--- config.mk ---
export PLATFORM = sky130hd
export DESIGN_NAME = script_lexer_token_splitter_flat
export DESIGN_NICKNAME = d
export VERILOG_FILES = /design/src/rtl/core/stls_pkg.sv /design/src/rtl/core/stls_if.sv /design/src/rtl/core/stls_front.sv /design/src/rtl/core/stls_fifo.sv /design/src/rtl/core/stls_back.sv /design/src/rtl/core/script_lexer_token_splitter.sv /design/src/flat_wrapper.sv
export SDC_FILE = /design/constraint.sdc
export NUM_CORES = 1
export LEC_CHECK = 0
export ABC_CLOCK_PERIOD_IN_PS = 6050
export BUFFER_PORTS_ARGS = -buffer_cell sky130_fd_sc_hd__buf_2
export CORE_MARGIN = 2
export CORE_UTILIZATION = 49
export CTS_BUF_LIST = sky130_fd_sc_hd__clkbuf_8
export CTS_CLUSTER_SIZE = 30
export DETAILED_ROUTE_END_ITERATION = 12
export GPL_TIMING_DRIVEN = 0
export PLACE_DENSITY = 0.62
export SYNTH_ARGS = -nofsm -noshare
export SYNTH_HDL_FRONTEND = slang
export SYNTH_SLANG_ARGS = --single-unit
--- constraint.sdc ---
create_clock -name clk -period 6.05 [get_ports clk]
set_input_delay 0.3025 -clock clk [delete_from_list [all_inputs] [get_ports clk]]
set_output_delay 0.3025 -clock clk [all_outputs]
set_load 0.005 [all_outputs]
--- src/rtl/core/stls_pkg.sv ---
`default_nettype none
// ----------------------------------------------------------------------------
// stls_pkg
// Shared types and constants of the script lexer token splitter.
// ----------------------------------------------------------------------------
package stls_pkg;

  localparam longint unsigned MAX_TOKEN_LENGTH = 65535;
  localparam int LEN_W = 16;
  localparam logic [LEN_W-1:0] LEN_CAP =
    (MAX_TOKEN_LENGTH < 64'hFFFF) ? LEN_W'(MAX_TOKEN_LENGTH) : 16'hFFFF;

  localparam int CLS_W = 3;
  localparam logic [CLS_W-1:0] CLS_SPACE  = 3'd0;
  localparam logic [CLS_W-1:0] CLS_LINE   = 3'd1;
  localparam logic [CLS_W-1:0] CLS_BLOCK  = 3'd2;
  localparam logic [CLS_W-1:0] CLS_STRING = 3'd3;
  localparam logic [CLS_W-1:0] CLS_WORD   = 3'd4;
  localparam logic [CLS_W-1:0] CLS_PUNCT  = 3'd5;
  localparam logic [CLS_W-1:0] CLS_ERROR  = 3'd6;

  localparam int QDEPTH = 4;
  localparam int QPTR_W = $clog2(QDEPTH);

  typedef struct packed {
    logic [CLS_W-1:0] cls;
    logic [LEN_W-1:0] len;
  } result_t;

  typedef struct packed {
    logic    two;
    result_t res0;
    result_t res1;
  } entry_t;

endpackage
`default_nettype wire

--- src/rtl/core/stls_if.sv ---
`default_nettype none
// ----------------------------------------------------------------------------
// stls_if
// Valid/ready channels for source bytes and token results.
// ----------------------------------------------------------------------------
interface stls_in_if;
  logic       valid;
  logic       ready;
  logic [7:0] source_byte;
  logic       buffer_end;

  modport source (output valid, source_byte, buffer_end, input ready);
  modport sink (input valid, source_byte, buffer_end, output ready);
endinterface

interface stls_out_if;
  logic                      valid;
  logic                      ready;
  logic [stls_pkg::CLS_W-1:0] token_class;
  logic [stls_pkg::LEN_W-1:0] token_length;
  logic                      last_of_run;

  modport source (output valid, token_class, token_length, last_of_run, input ready);
  modport sink (input valid, token_class, token_length, last_of_run, output ready);
endinterface
`default_nettype wire

--- src/rtl/core/stls_front.sv ---
`default_nettype none
// ----------------------------------------------------------------------------
// stls_front
// Lexer state machine: classify each byte, track the open token and build
// the results that the byte causes.
// ----------------------------------------------------------------------------
module stls_front (
  input  wire logic            clk,
  input  wire logic            rst_n,
  stls_in_if.sink              in_ch,
  input  wire logic            q_full,
  output logic                 push,
  output stls_pkg::entry_t     push_entry
);

  localparam logic [2:0] M_IDLE   = 3'd0;
  localparam logic [2:0] M_SPACE  = 3'd1;
  localparam logic [2:0] M_SLASH  = 3'd2;
  localparam logic [2:0] M_LINE   = 3'd3;
  localparam logic [2:0] M_BLOCK  = 3'd4;
  localparam logic [2:0] M_STRING = 3'd5;
  localparam logic [2:0] M_WORD   = 3'd6;

  localparam logic [7:0] B_SPACE  = 8'h20;
  localparam logic [7:0] B_LF     = 8'h0A;
  localparam logic [7:0] B_SLASH  = 8'h2F;
  localparam logic [7:0] B_STAR   = 8'h2A;
  localparam logic [7:0] B_BSLASH = 8'h5C;
  localparam logic [7:0] B_DQUOTE = 8'h22;
  localparam logic [7:0] B_SQUOTE = 8'h27;
  localparam logic [7:0] B_BQUOTE = 8'h60;

  function automatic logic is_word_byte(input logic [7:0] b);
    return (b >= 8'h61 && b <= 8'h7A) || (b >= 8'h41 && b <= 8'h5A) ||
           (b >= 8'h30 && b <= 8'h39) || (b == 8'h5F);
  endfunction

  logic [2:0]                 mode_r, mode_nxt;
  logic [7:0]                 quote_r, quote_nxt;
  logic                       esc_r, esc_nxt;
  logic                       star_r, star_nxt;
  logic [stls_pkg::LEN_W-1:0] len_r, len_nxt;
  logic                       disc_r, disc_nxt;

  logic                       accept;
  logic [7:0]                 b;
  logic                       last;
  logic [stls_pkg::LEN_W-1:0] grown;
  logic [2:0]                 st_mode;
  logic                       st_string;
  logic                       err;
  logic [1:0]                 n;
  logic [stls_pkg::CLS_W-1:0] ec [2];
  logic [stls_pkg::LEN_W-1:0] el [2];

  assign in_ch.ready = !q_full;
  assign accept      = in_ch.valid && in_ch.ready;
  assign b           = in_ch.source_byte;
  assign last        = in_ch.buffer_end;
  assign grown       = (len_r < stls_pkg::LEN_CAP) ? len_r + 1'b1 : len_r;

  always_comb begin
    st_string = (b == B_DQUOTE) || (b == B_SQUOTE) || (b == B_BQUOTE);
    priority if (b <= B_SPACE) begin
      st_mode = M_SPACE;
    end else if (b == B_SLASH) begin
      st_mode = M_SLASH;
    end else if (st_string) begin
      st_mode = M_STRING;
    end else if (is_word_byte(b)) begin
      st_mode = M_WORD;
    end else begin
      st_mode = M_IDLE;
    end
  end

  always_comb begin
    mode_nxt  = mode_r;
    quote_nxt = quote_r;
    esc_nxt   = esc_r;
    star_nxt  = star_r;
    len_nxt   = len_r;
    disc_nxt  = disc_r;
    err       = 1'b0;
    n         = 2'd0;
    ec[0] = stls_pkg::CLS_SPACE;
    el[0] = '0;
    ec[1] = stls_pkg::CLS_SPACE;
    el[1] = '0;

    if (disc_r) begin
      if (last) begin
        disc_nxt = 1'b0;
      end
    end else begin
      // Close the token the byte ends (by a foreign or closing byte), then open the next one.
      unique case (mode_r)
        M_SPACE: begin
          if (b <= B_SPACE) begin
            len_nxt = grown;
          end else begin
            ec[n[0]] = stls_pkg::CLS_SPACE; el[n[0]] = len_r; n = n + 2'd1;
          end
        end
        M_WORD: begin
          if (is_word_byte(b)) begin
            len_nxt = grown;
          end else begin
            ec[n[0]] = stls_pkg::CLS_WORD; el[n[0]] = len_r; n = n + 2'd1;
          end
        end
        M_SLASH: begin
          if (b == B_SLASH) begin
            mode_nxt = M_LINE;
            len_nxt  = stls_pkg::LEN_W'(2);
          end else if (b == B_STAR) begin
            mode_nxt = M_BLOCK;
            len_nxt  = stls_pkg::LEN_W'(2);
            star_nxt = 1'b0;
          end else begin
            ec[n[0]] = stls_pkg::CLS_PUNCT; el[n[0]] = stls_pkg::LEN_W'(1); n = n + 2'd1;
          end
        end
        M_LINE: begin
          len_nxt = grown;
          if (b == B_LF) begin
            ec[n[0]] = stls_pkg::CLS_LINE; el[n[0]] = grown; n = n + 2'd1;
            mode_nxt = M_IDLE;
          end
        end
        M_BLOCK: begin
          len_nxt = grown;
          if (star_r && b == B_SLASH) begin
            ec[n[0]] = stls_pkg::CLS_BLOCK; el[n[0]] = grown; n = n + 2'd1;
            mode_nxt = M_IDLE;
            star_nxt = 1'b0;
          end else begin
            star_nxt = (b == B_STAR);
          end
        end
        M_STRING: begin
          len_nxt = grown;
          priority if (esc_r) begin
            esc_nxt = 1'b0;
          end else if (b == B_LF) begin
            ec[n[0]] = stls_pkg::CLS_ERROR; el[n[0]] = grown; n = n + 2'd1;
            mode_nxt = M_IDLE;
            err      = 1'b1;
          end else if (b == B_BSLASH) begin
            esc_nxt = 1'b1;
          end else if (b == quote_r) begin
            ec[n[0]] = stls_pkg::CLS_STRING; el[n[0]] = grown; n = n + 2'd1;
            mode_nxt = M_IDLE;
          end else begin
            esc_nxt = esc_r;
          end
        end
        default: begin
        end
      endcase

      if ((mode_r == M_IDLE) || (mode_r == M_SPACE && b > B_SPACE) ||
          (mode_r == M_WORD && !is_word_byte(b)) ||
          (mode_r == M_SLASH && b != B_SLASH && b != B_STAR) ||
          (mode_r == 3'd7)) begin
        len_nxt  = stls_pkg::LEN_W'(1);
        mode_nxt = st_mode;
        if (st_string) begin
          quote_nxt = b;
          esc_nxt   = 1'b0;
        end
        if (st_mode == M_IDLE) begin
          ec[n[0]] = stls_pkg::CLS_PUNCT; el[n[0]] = stls_pkg::LEN_W'(1); n = n + 2'd1;
        end
      end

      if (last) begin
        unique case (mode_nxt)
          M_SPACE: begin
            ec[n[0]] = stls_pkg::CLS_SPACE; el[n[0]] = len_nxt; n = n + 2'd1;
          end
          M_WORD: begin
            ec[n[0]] = stls_pkg::CLS_WORD; el[n[0]] = len_nxt; n = n + 2'd1;
          end
          M_SLASH: begin
            ec[n[0]] = stls_pkg::CLS_PUNCT; el[n[0]] = stls_pkg::LEN_W'(1); n = n + 2'd1;
          end
          M_LINE: begin
            ec[n[0]] = stls_pkg::CLS_LINE; el[n[0]] = len_nxt; n = n + 2'd1;
          end
          M_BLOCK, M_STRING: begin
            ec[n[0]] = stls_pkg::CLS_ERROR; el[n[0]] = len_nxt; n = n + 2'd1;
          end
          default: begin
          end
        endcase
        mode_nxt = M_IDLE;
        esc_nxt  = 1'b0;
        star_nxt = 1'b0;
        disc_nxt = 1'b0;
      end else if (err) begin
        disc_nxt = 1'b1;
      end

      if (mode_nxt == M_IDLE) begin
        esc_nxt  = 1'b0;
        star_nxt = 1'b0;
      end
    end
  end

  assign push                 = accept && (n != 2'd0);
  assign push_entry.two       = n[1];
  assign push_entry.res0.cls  = ec[0];
  assign push_entry.res0.len  = el[0];
  assign push_entry.res1.cls  = ec[1];
  assign push_entry.res1.len  = el[1];

  always_ff @(posedge clk) begin
    if (!rst_n) begin
      mode_r  <= M_IDLE;
      quote_r <= '0;
      esc_r   <= 1'b0;
      star_r  <= 1'b0;
      len_r   <= '0;
      disc_r  <= 1'b0;
    end else if (accept) begin
      mode_r  <= mode_nxt;
      quote_r <= quote_nxt;
      esc_r   <= esc_nxt;
      star_r  <= star_nxt;
      len_r   <= len_nxt;
      disc_r  <= disc_nxt;
    end
  end

endmodule
`default_nettype wire

--- src/rtl/core/stls_fifo.sv ---
`default_nettype none
// ----------------------------------------------------------------------------
// stls_fifo
// Short queue of result entries between the lexer and the output stage.
// ----------------------------------------------------------------------------
module stls_fifo (
  input  wire logic             clk,
  input  wire logic             rst_n,
  input  wire logic             push,
  input  wire stls_pkg::entry_t push_entry,
  input  wire logic             pop,
  output logic                  full,
  output logic                  empty,
  output stls_pkg::entry_t      head
);

  stls_pkg::entry_t                mem_r [stls_pkg::QDEPTH];
  logic [stls_pkg::QPTR_W-1:0]     wr_ptr_r, rd_ptr_r;
  logic [stls_pkg::QPTR_W:0]       cnt_r, cnt_nxt;
  logic                            do_push, do_pop;

  assign full    = (cnt_r == (stls_pkg::QPTR_W+1)'(stls_pkg::QDEPTH));
  assign empty   = (cnt_r == '0);
  assign do_push = push && !full;
  assign do_pop  = pop && !empty;
  assign head    = mem_r[rd_ptr_r];

  always_comb begin
    cnt_nxt = cnt_r;
    if (do_push && !do_pop) begin
      cnt_nxt = cnt_r + 1'b1;
    end else if (do_pop && !do_push) begin
      cnt_nxt = cnt_r - 1'b1;
    end
  end

  always_ff @(posedge clk) begin
    if (do_push) begin
      mem_r[wr_ptr_r] <= push_entry;
    end
  end

  always_ff @(posedge clk) begin
    if (!rst_n) begin
      wr_ptr_r <= '0;
      rd_ptr_r <= '0;
      cnt_r    <= '0;
    end else begin
      if (do_push) begin
        wr_ptr_r <= wr_ptr_r + 1'b1;
      end
      if (do_pop) begin
        rd_ptr_r <= rd_ptr_r + 1'b1;
      end
      cnt_r <= cnt_nxt;
    end
  end

endmodule
`default_nettype wire

--- src/rtl/core/stls_back.sv ---
`default_nettype none
// ----------------------------------------------------------------------------
// stls_back
// Output stage: take entries from the queue and send their results one word
// at a time, marking the last result of each byte.
// ----------------------------------------------------------------------------
module stls_back (
  input  wire logic             clk,
  input  wire logic             rst_n,
  input  wire logic             q_empty,
  input  wire stls_pkg::entry_t head,
  output logic                  pop,
  stls_out_if.source            out_ch
);

  logic               out_valid_r;
  stls_pkg::result_t  out_res_r;
  logic               out_last_r;
  logic               pend_valid_r;
  stls_pkg::result_t  pend_res_r;
  logic               load;

  assign load = !out_valid_r || out_ch.ready;
  assign pop  = load && !pend_valid_r && !q_empty;

  assign out_ch.valid        = out_valid_r;
  assign out_ch.token_class  = out_res_r.cls;
  assign out_ch.token_length = out_res_r.len;
  assign out_ch.last_of_run  = out_last_r;

  always_ff @(posedge clk) begin
    if (!rst_n) begin
      out_valid_r  <= 1'b0;
      pend_valid_r <= 1'b0;
    end else if (load) begin
      out_valid_r  <= pend_valid_r || !q_empty;
      if (pend_valid_r) begin
        pend_valid_r <= 1'b0;
      end else if (!q_empty) begin
        pend_valid_r <= head.two;
      end
    end
  end

  always_ff @(posedge clk) begin
    if (load) begin
      if (pend_valid_r) begin
        out_res_r  <= pend_res_r;
        out_last_r <= 1'b1;
      end else begin
        out_res_r  <= head.res0;
        out_last_r <= !head.two;
        pend_res_r <= head.res1;
      end
    end
  end

endmodule
`default_nettype wire

--- src/rtl/core/script_lexer_token_splitter.sv ---
`default_nettype none
// ----------------------------------------------------------------------------
// script_lexer_token_splitter
// Byte-serial tokenizer for script source text.
// ----------------------------------------------------------------------------
// Takes one source byte per clock and reports each token (space run, line
// comment, block comment, quoted string, word, punctuation, or error) with
// its class and saturating length when it ends. A byte is accepted in every
// cycle while the four-entry result queue between the lexer and the output
// register has room; results leave at one word per clock while out_ch.ready
// holds, a byte that closes two tokens sends two words, and a stalled output
// side fills the queue before input stops. A byte's first result passes the
// queue and then the output register. After an LF inside a string the block
// drops bytes without result up to the next buffer end.
module script_lexer_token_splitter (
  input  wire logic clk,
  input  wire logic rst_n,
  stls_in_if.sink   in_ch,
  stls_out_if.source out_ch
);

  logic             q_full;
  logic             q_empty;
  logic             push;
  logic             pop;
  stls_pkg::entry_t push_entry;
  stls_pkg::entry_t head;

  stls_front u_front (
    .clk        (clk),
    .rst_n      (rst_n),
    .in_ch      (in_ch),
    .q_full     (q_full),
    .push       (push),
    .push_entry (push_entry)
  );

  stls_fifo u_fifo (
    .clk        (clk),
    .rst_n      (rst_n),
    .push       (push),
    .push_entry (push_entry),
    .pop        (pop),
    .full       (q_full),
    .empty      (q_empty),
    .head       (head)
  );

  stls_back u_back (
    .clk     (clk),
    .rst_n   (rst_n),
    .q_empty (q_empty),
    .head    (head),
    .pop     (pop),
    .out_ch  (out_ch)
  );

endmodule
`default_nettype wire

--- src/flat_wrapper.sv ---
// flat-port wrapper written by rule: the top's interface ports become plain ports
module script_lexer_token_splitter_flat 
  (clk, rst_n, in_ch_valid, in_ch_source_byte, in_ch_buffer_end, in_ch_ready, out_ch_valid, out_ch_token_class, out_ch_token_length, out_ch_last_of_run, out_ch_ready);
  stls_in_if in_ch_i ();
  stls_out_if out_ch_i ();
  input  wire logic clk;
  input  wire logic rst_n;
  input wire logic [$bits(in_ch_i.valid)-1:0] in_ch_valid;
  input wire logic [$bits(in_ch_i.source_byte)-1:0] in_ch_source_byte;
  input wire logic [$bits(in_ch_i.buffer_end)-1:0] in_ch_buffer_end;
  output wire logic [$bits(in_ch_i.ready)-1:0] in_ch_ready;
  output wire logic [$bits(out_ch_i.valid)-1:0] out_ch_valid;
  output wire logic [$bits(out_ch_i.token_class)-1:0] out_ch_token_class;
  output wire logic [$bits(out_ch_i.token_length)-1:0] out_ch_token_length;
  output wire logic [$bits(out_ch_i.last_of_run)-1:0] out_ch_last_of_run;
  input wire logic [$bits(out_ch_i.ready)-1:0] out_ch_ready;
  assign in_ch_i.valid = in_ch_valid;
  assign in_ch_i.source_byte = in_ch_source_byte;
  assign in_ch_i.buffer_end = in_ch_buffer_end;
  assign in_ch_ready = in_ch_i.ready;
  assign out_ch_valid = out_ch_i.valid;
  assign out_ch_token_class = out_ch_i.token_class;
  assign out_ch_token_length = out_ch_i.token_length;
  assign out_ch_last_of_run = out_ch_i.last_of_run;
  assign out_ch_i.ready = out_ch_ready;
  script_lexer_token_splitter u_core (.clk(clk), .rst_n(rst_n), .in_ch(in_ch_i), .out_ch(out_ch_i));
endmodule
==> qor.yml <==
status:
  run_status: "completed"
sta:
  finalCritPeriodShare_pct: 91.0
  setup-violations-final: 0
  tightestPinTransition_ns: 1.01
  fmax_mhz: 182
  relSlewSlack_pct: 31.6
  rsz0062_at_grt: "false"
  final.setup.tns_ns: 0
  slew_viol_final: 0
  timing.final.crit_period_ns: 5.51
  hold_vio_cnt_final: 0
  fin_skew_ns: 0.0241
routing:
  drc_errors: 0
  number_of_drc_markers_after_the_initial_detailed_route_iteration: 426
  routed_wire_length_per_instance_um: 20.4
  final_antenna_net_count: 0
  via_count: 6581
  drt-total-wl_um: 24000
  drt_pre_antenna_iters: 5
  vias_per_cell: 5.61
worst_setup_path:
  critPathMaxFanout: 10
  crit_path_end_kind: "register"
  setup.worst_path.start_class: "register"
  cp.required_ns: 6.50
  data_arrival_time_at_the_worst_slack_endpoint_ns: 5.95
  critPathKind: "register to register"
clock_tree:
  clkLatencyLatePin_ns: 0.53
  cts_root_buf: "clkbuf_8"
  clock_sink_count: 236
  worst_setup_hold_path_clk_slew_ns: 0.06
  cts_repair_resize_count: 0
  clock_tree.htree_level_count: 2
  clockBufferDepth: 3
  post-cts-setup-buffer-count: 0
  cts.hold.buffers_added: 0
  cts_tree: "yes"
  cts-buffers-inserted: 39
final_layout:
  antennaDiodeCount: 0
  layout.cell_area.non_filler_um2: 12100
  final_layout_size_suffix_gt1_share_pct: 19.0
  syn2layout_area_growth_pct: 14.5
  fillCellCount: 1731
  final_net_count: 896
yosys:
  syn-instance-count: 737
  postSynth.asyncResetShare_pct: 0
  synth_edf_count: 195
  netlist-cell-type-count: 77
  dominantRegCellSynth: "edfxtp_1"
  synth.cell_area_um2: 10500
  syn_area_per_cell_um2: 14.3
  yosysSeqAreaShare_pct: 63.4
  yosysWarnings: 0
  register_bit_count_reported_by_yosys: 236
floorplanning:
  initial_cell_density_of_the_core_pct: 49.9
  fp.coreArea_um2: 21100
  std_cell_rows: 53
  die_height_um: 151
  floorplan.die_area_um2: 22700
  io-pin-count: 35
  die_x_um: 151
placement:
  detailedPlacementHpwl_um: 16300
  placedInstanceArea_um2: 11400
  numPortBuffers: 31
  finalWeightedCongestion: 0.880
global_routing:
  grt_start_max_net_pins: 33
  grt.met2_usage_pct: 37.7
  grt_use_total_pct: 21.9
  global_route_met3_utilization_pct: 4.03
  global_route.usage.met1_pct: 29.0
  number_of_antenna_violations_at_the_first_check_in_global_routing: 0
  grt_overflow: 0
  first_global_vias: 6656
  grt_pass1_wl_um: 37300
  global_route.peak_usage_layer: "met2"
min_path:
  min_path_type: "primary input to register"
power_and_ir_drop:
  pwr_density_cell_nw_per_um2: 369
  leakage_nw: 4.02
  worst_vdd_drop_uv: 166
job:
  maxCapViolations: 0
==> cells in the mapped netlist, drive strengths merged (3+ instances only) <==
cell    count  area, um^2
edfxtp    195        5860
nand2      42         158
dfxtp      41         821
mux4       39         878
clkbuf     33         125
nor2       33         124
a21oi      30         150
nand3      23         115
nor2b      22         138
and2       21         131
mux2       21         236
nor3       20         110
inv        18        67.6
o21ai      18        93.8
xnor2      14         123
and3       10        62.6
ha          9         113
a31oi       8        56.3
buf         8        46.3
mux2i       8        80.1
a21o        7        52.6
a22oi       7        52.6
nand2b      7        43.8
nor3b       7        52.6
or2         7        43.8
o311ai      6        52.6
a211oi      5        42.5
o21a        5        37.5
o31ai       5        37.5
or3         5        36.3
a21boi      4        30.0
nand4       4        25.0
a211o       3        26.3
a221oi      3        26.3
o32ai       3        26.3
xor2        3        26.3
==> through the flow <==
stage	util [%]	hold WS [ns]	std cells	power (W)	setup slack, ns
after floorplan	-	0.452	796	0.00286	1.01
after global placement	53.4	0.465	1102	0.00317	-0.517
after detailed placement	53.9	0.477	1107	0.00323	0.126
after CTS	57.1	0.175	1173	0.00450	0.315
after global routing	57.2	0.216	1173	0.00467	0.152
final	57.2	0.192	1173	0.00445	0.544
==> report_power, final <==
group | leakage [nW] | internal, W | switching, W
combinational | 1.54 | 0.000447 | 0.000532
sequential | 2.10 | 0.00211 | 0.0000821
clock | 0.386 | 0.000666 | 0.000605
total | 4.02 | 0.00323 | 0.00122
==> placed cells by master (no fill, tap or decap), types with 18 or more instances in the layout <==
cell	n
edfxtp_1	195
clkbuf_1	32
clkbuf_8	41
inv_1	28
buf_2	32
a21oi_1	30
nor2_1	32
mux4_2	39
dfxtp_1	41
mux2_2	21
nand2_1	42
conb_1	60
nor3_1	18
nand3_1	23
nor2b_1	22
==> routing by layer <==
layer / vias to the layer above / wire length, um
met5: - / 0
met4: 0 / 307
met3: 22 / 1350
met2: 198 / 12000
met1: 3285 / 10300
li1: 3076 / -
==> state kept, by name, summed over array words and instances (netlist names), named ones only <==
name	count
u_core.u_front.star_r	1
u_core.u_front.quote_r	8
u_core.u_fifo.rd_ptr_r	2
u_core.u_fifo.wr_ptr_r	2
u_core.u_back.out_ch.last_of_run	1
u_core.u_fifo.cnt_r	3
u_core.u_front.len_r	16
u_core.u_fifo.mem_r	156
u_core.u_back.out_ch.valid	1
u_core.u_back.pend_res_r	19
u_core.u_back.out_ch.token_class	3
u_core.u_back.out_ch.token_length	16
u_core.u_front.mode_r	3
u_core.u_back.pend_valid_r	1
u_core.u_front.esc_r	1
u_core.u_front.disc_r	1
==> worst max-delay path, cell delays in order (launching register included) <==
cell	delay, ns
dfxtp_1	0.40
clkbuf_1	0.39
inv_1	0.16
nor2_1	0.31
a21oi_1	0.15
a2111oi_1	0.58
nor3_2	0.22
inv_1	0.09
o311ai_0	0.13
ha_1	0.33
inv_1	0.04
a31oi_1	0.38
a31oi_4	0.14
ha_1	0.36
nand3_1	0.09
o31a_1	0.14
o41a_4	0.21
ha_1	0.21
inv_1	0.07
fa_1	0.38
xor2_1	0.18
or3_1	0.30
a21boi_0	0.17
==> cells by family after synthesis <==
| group | share of synthesized area, % |
|---|---|
| fa+ha+maj | 1.26 |
| simple gates | 11.2 |
| flops | 63.4 |
| mux | 11.3 |
| compound gates | 9.10 |
| buf+inv | 2.27 |
| other cells | 0.0356 |
| xor+xnor | 1.41 |
==> area by class of cell <==
cell class	instances	area, um^2	area share [%]
well taps	275	344	2.85
multi-input cells	501	3860	32.0
clock inverters	25	129	1.07
plain buffers	41	171	1.42
repair buffers	36	250	2.08
flip-flops and latches	236	6680	55.4
inverters	18	67.6	0.560
clock buffers	41	564	4.68
==> path summary, 6_finish.rpt <==
path / startpoint / endpoint / slack (ns) / depth (start not counted)
worst min-delay path: in_ch_source_byte[6] / u_core.u_front.quote_r[6] / 0.19 / 3
worst max-delay path: u_core.u_front.mode_r[1] / u_core.u_fifo.cnt_r[2] / 0.54 / 22
worst max register to register: u_core.u_front.mode_r[1] / u_core.u_fifo.cnt_r[2] / 0.54 / 22
worst min register to register: u_core.u_front.quote_r[3] / u_core.u_front.quote_r[3] / 0.49 / 1
Note: power is estimated with default switching activity, not from simulation.
